===== src/rtl/bba_pkg.sv =====
// Shared types, codes and control structs of the buddy block allocator.
`timescale 1ns / 1ps

package bba_pkg;

    localparam int FM_WORD  = 16;   // free-map bits per RAM word
    localparam int FM_BIT_W = 4;    // bit select within a free-map word

    localparam logic [1:0] REQ_ALLOC = 2'd0;
    localparam logic [1:0] REQ_FREE  = 2'd1;
    localparam logic [1:0] REQ_QUERY = 2'd2;

    localparam logic [1:0] ST_OK      = 2'd0;
    localparam logic [1:0] ST_NOFREE  = 2'd1;
    localparam logic [1:0] ST_TOOBIG  = 2'd2;
    localparam logic [1:0] ST_NOTALLOC = 2'd3;

    typedef struct packed {
        logic [1:0]  req_type;
        logic [17:0] size_bytes;
        logic [10:0] block_index;
    } req_t;

    typedef struct packed {
        logic [1:0]  status;
        logic [10:0] result_index;
        logic [13:0] block_bytes;
    } rsp_t;

    typedef enum logic [4:0] {
        S_CLEAR,
        S_IDLE,
        S_DISPATCH,
        S_SRCH_RD,
        S_SRCH_CHK,
        S_ACLR_RD,
        S_ACLR_WR,
        S_SPLIT,
        S_ASET_RD,
        S_ASET_WR,
        S_AMARK,
        S_FCHK,
        S_QDONE,
        S_MCHK,
        S_MRD,
        S_MTST,
        S_FSET_RD,
        S_FSET_WR,
        S_RESULT
    } state_t;

    typedef struct packed {
        logic       clr_step;
        logic       req_load;
        logic       srch_start;
        logic       srch_word;
        logic       srch_order;
        logic       found;
        logic       fm_rd;
        logic       fm_srch;
        logic       fm_wr;
        logic       fm_val;
        logic       fm_bud;
        logic       j_dec;
        logic       unit_add;
        logic       merge;
        logic       ao_rd;
        logic       ao_mark;
        logic       ao_zero;
        logic       fr_load;
        logic       res_ok;
        logic       res_err;
        logic [1:0] res_code;
        logic       out_load;
    } cmd_t;

    typedef struct packed {
        logic       clear_done;
        logic [1:0] req_type;
        logic       too_big;
        logic       heap_empty;
        logic       idx_bad;
        logic       word_nz;
        logic       woff_zero;
        logic       j_top;
        logic       j_gt_k;
        logic       ao_empty;
        logic       bit_free;
        logic       out_free;
    } sts_t;

endpackage


===== src/rtl/bba_ctrl.sv =====
// Sequencer for search, split, merge and clearing of the allocator.
`timescale 1ns / 1ps

module bba_ctrl
    import bba_pkg::*;
(
    input  logic   clk,
    input  logic   rst_n,
    input  logic   cfg_we,
    input  logic   req_valid,
    output logic   req_ready,
    input  sts_t   sts,
    output cmd_t   cmd
);

    state_t state_reg, state_next;

    always_ff @(posedge clk or negedge rst_n)
    begin
        if (!rst_n)
        begin
            state_reg <= S_CLEAR;
        end
        else
        begin
            state_reg <= state_next;
        end
    end

    always_comb
    begin
        state_next = state_reg;
        unique case (state_reg)
            S_CLEAR:    if (sts.clear_done) state_next = S_IDLE;
            S_IDLE:     if (req_valid) state_next = S_DISPATCH;
            S_DISPATCH:
            begin
                unique case (sts.req_type) inside
                    REQ_ALLOC:
                        state_next = (sts.too_big || sts.heap_empty) ? S_RESULT : S_SRCH_RD;
                    REQ_FREE, REQ_QUERY:
                        state_next = sts.idx_bad ? S_RESULT : S_FCHK;
                    default:
                        state_next = S_RESULT;
                endcase
            end
            S_SRCH_RD:  state_next = S_SRCH_CHK;
            S_SRCH_CHK:
            begin
                if (sts.word_nz)
                    state_next = S_ACLR_RD;
                else if (sts.woff_zero && sts.j_top)
                    state_next = S_RESULT;
                else
                    state_next = S_SRCH_RD;
            end
            S_ACLR_RD:  state_next = S_ACLR_WR;
            S_ACLR_WR:  state_next = S_SPLIT;
            S_SPLIT:    state_next = sts.j_gt_k ? S_ASET_RD : S_AMARK;
            S_ASET_RD:  state_next = S_ASET_WR;
            S_ASET_WR:  state_next = S_SPLIT;
            S_AMARK:    state_next = S_RESULT;
            S_FCHK:
            begin
                if (sts.ao_empty)
                    state_next = S_RESULT;
                else if (sts.req_type == REQ_QUERY)
                    state_next = S_QDONE;
                else
                    state_next = S_MCHK;
            end
            S_QDONE:    state_next = S_RESULT;
            S_MCHK:     state_next = sts.j_top ? S_FSET_RD : S_MRD;
            S_MRD:      state_next = S_MTST;
            S_MTST:     state_next = sts.bit_free ? S_MCHK : S_FSET_RD;
            S_FSET_RD:  state_next = S_FSET_WR;
            S_FSET_WR:  state_next = S_RESULT;
            S_RESULT:   if (sts.out_free) state_next = S_IDLE;
            default:    state_next = S_CLEAR;
        endcase
        if (cfg_we)
        begin
            state_next = S_CLEAR;
        end
    end

    always_comb
    begin
        cmd = '0;
        req_ready = 1'b0;
        unique case (state_reg) inside
            S_CLEAR:    cmd.clr_step = 1'b1;
            S_IDLE:
            begin
                req_ready = 1'b1;
                cmd.req_load = req_valid;
            end
            S_DISPATCH:
            begin
                unique case (sts.req_type) inside
                    REQ_ALLOC:
                    begin
                        if (sts.too_big)
                        begin
                            cmd.res_err = 1'b1;
                            cmd.res_code = ST_TOOBIG;
                        end
                        else if (sts.heap_empty)
                        begin
                            cmd.res_err = 1'b1;
                            cmd.res_code = ST_NOFREE;
                        end
                        else
                        begin
                            cmd.srch_start = 1'b1;
                        end
                    end
                    REQ_FREE, REQ_QUERY:
                    begin
                        if (sts.idx_bad)
                        begin
                            cmd.res_err = 1'b1;
                            cmd.res_code = ST_NOTALLOC;
                        end
                        else
                        begin
                            cmd.ao_rd = 1'b1;
                        end
                    end
                    default:
                    begin
                        cmd.res_err = 1'b1;
                        cmd.res_code = ST_NOTALLOC;
                    end
                endcase
            end
            S_SRCH_RD:
            begin
                cmd.fm_rd = 1'b1;
                cmd.fm_srch = 1'b1;
            end
            S_SRCH_CHK:
            begin
                if (sts.word_nz)
                    cmd.found = 1'b1;
                else if (sts.woff_zero && sts.j_top)
                begin
                    cmd.res_err = 1'b1;
                    cmd.res_code = ST_NOFREE;
                end
                else if (sts.woff_zero)
                    cmd.srch_order = 1'b1;
                else
                    cmd.srch_word = 1'b1;
            end
            S_ACLR_RD, S_ASET_RD, S_FSET_RD: cmd.fm_rd = 1'b1;
            S_ACLR_WR:  cmd.fm_wr = 1'b1;
            S_SPLIT:    cmd.j_dec = sts.j_gt_k;
            S_ASET_WR:
            begin
                cmd.fm_wr = 1'b1;
                cmd.fm_val = 1'b1;
                cmd.unit_add = 1'b1;
            end
            S_AMARK:
            begin
                cmd.ao_mark = 1'b1;
                cmd.res_ok = 1'b1;
            end
            S_FCHK:
            begin
                if (sts.ao_empty)
                begin
                    cmd.res_err = 1'b1;
                    cmd.res_code = ST_NOTALLOC;
                end
                else
                begin
                    cmd.fr_load = 1'b1;
                    cmd.ao_zero = (sts.req_type == REQ_FREE);
                end
            end
            S_QDONE:    cmd.res_ok = 1'b1;
            S_MCHK:     ;
            S_MRD:
            begin
                cmd.fm_rd = 1'b1;
                cmd.fm_bud = 1'b1;
            end
            S_MTST:
            begin
                if (sts.bit_free)
                begin
                    cmd.fm_wr = 1'b1;
                    cmd.fm_bud = 1'b1;
                    cmd.merge = 1'b1;
                end
            end
            S_FSET_WR:
            begin
                cmd.fm_wr = 1'b1;
                cmd.fm_val = 1'b1;
                cmd.res_ok = 1'b1;
            end
            S_RESULT:   cmd.out_load = sts.out_free;
            default:    ;
        endcase
    end

endmodule


===== config.mk =====
export PLATFORM = sky130hd
export DESIGN_NAME = bba_ctrl
export DESIGN_NICKNAME = d
export VERILOG_FILES = /design/src/rtl/bba_pkg.sv /design/src/rtl/bba_ctrl.sv
export SDC_FILE = /design/constraint.sdc
export NUM_CORES = 1
export LEC_CHECK = 0
export ABC_AREA = 1
export BUFFER_PORTS_ARGS = -buffer_cell sky130_fd_sc_hd__buf_2
export CAP_MARGIN = 10
export CORE_AREA = 2 2 52 42
export CTS_BUF_LIST = sky130_fd_sc_hd__clkbuf_16
export CTS_CLUSTER_DIAMETER = 100
export CTS_CLUSTER_SIZE = 40
export DETAILED_ROUTE_END_ITERATION = 8
export DIE_AREA = 0 0 54 44
export PLACE_DENSITY = 0.8
export SLEW_MARGIN = 20
export SYNTH_ARGS = -nofsm -noshare
export SYNTH_HDL_FRONTEND = slang
export SYNTH_SLANG_ARGS = --single-unit

===== constraint.sdc =====
create_clock -name clk -period 2.1 [get_ports clk]
set_clock_uncertainty 0.1 [all_clocks]
set_input_delay 0.105 -clock clk [delete_from_list [all_inputs] [get_ports clk]]
set_output_delay 0.105 -clock clk [all_outputs]
set_load 0.05 [all_outputs]

==> reports/qor.yml <==
clock_tree:
  clock_sink_count: 5
  numCtsBuffers: 3
  cts_tree: "done"
  clock_insertion_delay_worst_skew_ns: 0.23
  postCtsSetupRepairBufs: 0
  cts_buffer_depth: 2
  cts.htree.levels: 1
  cts_root_buf: "clkbuf_16"
  clkTransAtPathRegs_ns: 0.03
power:
  fraction_of_power_consumed_by_sequential_logic_pct: 13.3
  combPwrFrac_pct: 65.9
  share_clk_of_total_power_pct: 20.8
  ir_worst_vdd_mv: 0.893
  internal_power_w: 0.000624
  p_leak_nw: 0.804
  total_switching_power_w: 0.000845
  power-per-cell-area_nw_per_um2: 1230
  swShare_pct: 57.5
synth:
  async_reset_ff_share_pct: 100
  synth_area_sq_um: 858
  syn_inst_count: 163
  ys_top_cells_by_count: "nand2_1 (48), nor2_1 (29), inv_1 (23)"
  synth_sequential_area_ratio_pct: 14.6
  ys_ff_latch: 5
  synth.distinct_cells: 20
  synth_top_cell_by_area: "nand2_1"
  avg_inst_size_synth_sq_um: 5.27
  synth-edff-count: 0
  synthMostInstantiatedCell: "nand2_1"
  syn-num-nets: 184
  ys_warnings: 0
  synth_largest_type_area_fraction_pct: 21.0
  synth_ff_type: "dfrtp_1"
  synth.top_cells.by_area: "nand2_1 (21%), dfrtp_1 (15%), nor2_1 (13%)"
timing:
  timing.final.setup_violations: 0
  grt_setup_unrepaired: "no"
  final.period_utilization_pct: 92.8
  timing.final.hold_violations: 0
  timing_max_transition_violations_final: 0
  headroom_to_the_max_slew_limit_pct: 77.8
  final.min_clock_period_ns: 1.95
  max_freq_ghz: 0.513
  transition_at_the_pin_with_the_smallest_max_transition_slack_ns: 0.332
  fin_setup_tns_ns: 0
die:
  design.portCount: 41
  fp.dieH_um: 44
  floorplan.core_area_sq_um: 1890
  initial_core_util_pct: 45.4
  die_outline_area_sq_um: 2380
  placement_rows: 14
  dieWidth_um: 54
cells_and_area:
  flow.area_growth_from_synthesis_pct: 39.2
  finalNonFillerCells: 232
  drive_above_1_share_pct: 27.9
  num-nets-final: 230
  final_area_sq_um: 1190
  fill_cells: 197
  number_of_flip_flops_in_the_largest_register: 5
  antenna_cells: 0
worst_setup_path:
  slowest_delay_ns: 0.47
  worst_path_arrival_time_ns: 1.74
  cp_launch_type: "register"
  cp_cell_sequence: "inv_4 -> nand3b_1 -> nor2_1 -> nand2_1 -> o21ai_1 -> buf_2"
  end_kind: "primary output"
  timing.setup.critical_path_class: "register to primary output"
  slowest_stage: "dfrtp_1"
  critPathRequiredTime_ns: 1.89
  worst-path-max-fanout: 10
detailed_routing:
  drt_first_pass_iters: 6
  post_drt_via_cell_ratio: 5.10
  route.detailed.wl_per_inst_um: 11.5
  vias: 1183
  drt_iter0_drc: 39
  finalWirelength_um: 2670
  ant_nets: 0
  detail_route.drc_violations: 0
global_route:
  grt_use_met1_pct: 32.3
  globalRoute.busiestLayer: "met2"
  grt-ovfl-total: 0
  global_route.usage.met3_pct: 3.10
  groute.layer.met2.usage_pct: 42.9
  via_count_of_the_first_global_routing_pass: 1060
  global_route_wire_length_before_repair_um: 4330
  maximum_number_of_pins_on_one_net_before_global_route_repair: 11
  grt_use_total_pct: 24.6
  antenna_found_initial: 0
placed_design:
  placed_area_sq_um: 1090
  dp.final_hpwl_um: 2220
  numPortBuffers: 40
  placed_cells_incl_taps: 226
  finalWeightedCongestion: 0.931
run_status:
  outcome: "complete, no violations"
flow_run:
  drv.max_cap_violation_count: 0
worst_hold_path:
  worst_hold_path_type: "input port to register"
## routing by layer
metal  routed length, um  share of wire [%]
met1                1150                 43
met2                1300                 49
met3                 210                7.9
met4                   9               0.34
met5                   0                  0
## power groups by stage
stage          logic [W]  registers, W  clock network, W
6_report        0.000967      0.000195          0.000306
4_1_cts         0.000960      0.000184          0.000309
3_5_place_dp    0.000951      0.000183                 0
3_3_place_gp    0.000945      0.000183                 0
2_1_floorplan   0.000755      0.000166                 0
5_1_grt          0.00106      0.000200          0.000315
## layout make-up
| cell class | count | area [sq um] | share of cell area, % |
|---|---|---|---|
| Sequential cell | 5 | 125 | 10.5 |
| Multi-Input combinational cell | 129 | 633 | 53.0 |
| Tap cell | 24 | 30.0 | 2.51 |
| Clock inverter | 1 | 3.75 | 0.314 |
| Clock buffer | 3 | 75.1 | 6.28 |
| Inverter | 28 | 108 | 9.01 |
| Timing Repair Buffer | 42 | 220 | 18.4 |
## cell families (layout without fill, tap and decap cells)
kind of cell | count (synthesis) | in the layout | synth area share, %
AOI/OAI and AO/OA | 7 | 7 | 4.37
adders and majority gates | 4 | 4 | 5.83
buffers and inverters | 29 | 74 | 12.8
DFF | 5 | 5 | 14.6
and+or+nand+nor | 118 | 118 | 62.4
## cells in the final DEF (no fill, tap or decap), drive strengths merged
cell type,instances
nand2,49
or2,1
nand4,4
nand3b,2
a22oi,1
dlygate4sd3,2
clkbuf,3
inv,29
dfrtp,5
a21oi,2
nor3,6
nor2,34
ha,4
nand3,21
o21ai,4
nor3b,1
buf,40
## timing repair
| item | 4_1_cts | 5_1_grt |
|---|---|---|
| hold buffers | 2 | 0 |
| gates resized for setup | 0 | 2 |
| hold endpoints to repair | 7 | 0 |
| setup endpoints to repair | 0 | 1 |
## critical path, delay by kind of cell (launching register included)
kind,cells,cell delay (ns)
AOI/OAI and AO/OA,1,0.11
DFF,1,0.47
and+or+nand+nor,3,0.50
buffers and inverters,2,0.43
## final timing paths
check	end	start	cells after the start	slack, ns
setup / recovery	cmd[2]	state_reg[4]	6	0.15
hold / removal	state_reg[0]	req_valid	4	0.09
setup reg to reg	state_reg[1]	state_reg[4]	9	0.45
hold reg to reg	state_reg[4]	state_reg[1]	2	0.62
max in group asynchronous	state_reg[0]	rst_n	2	1.63
min in group asynchronous	state_reg[2]	rst_n	2	0.13
## per-stage QoR
step                      total power, W  util, %  hold slack (ns)  setup slack, ns
after floorplan                 0.000921        -           -0.291           0.0618
after global placement           0.00113     57.5           -0.180            0.338
after detailed placement         0.00113     57.5           -0.178            0.370
after CTS                        0.00145     62.8           0.0835            0.129
after global routing             0.00157     63.2            0.126           0.0391
final                            0.00147     63.2           0.0946            0.152
No activity file was read; power rests on OpenSTA's default activity.
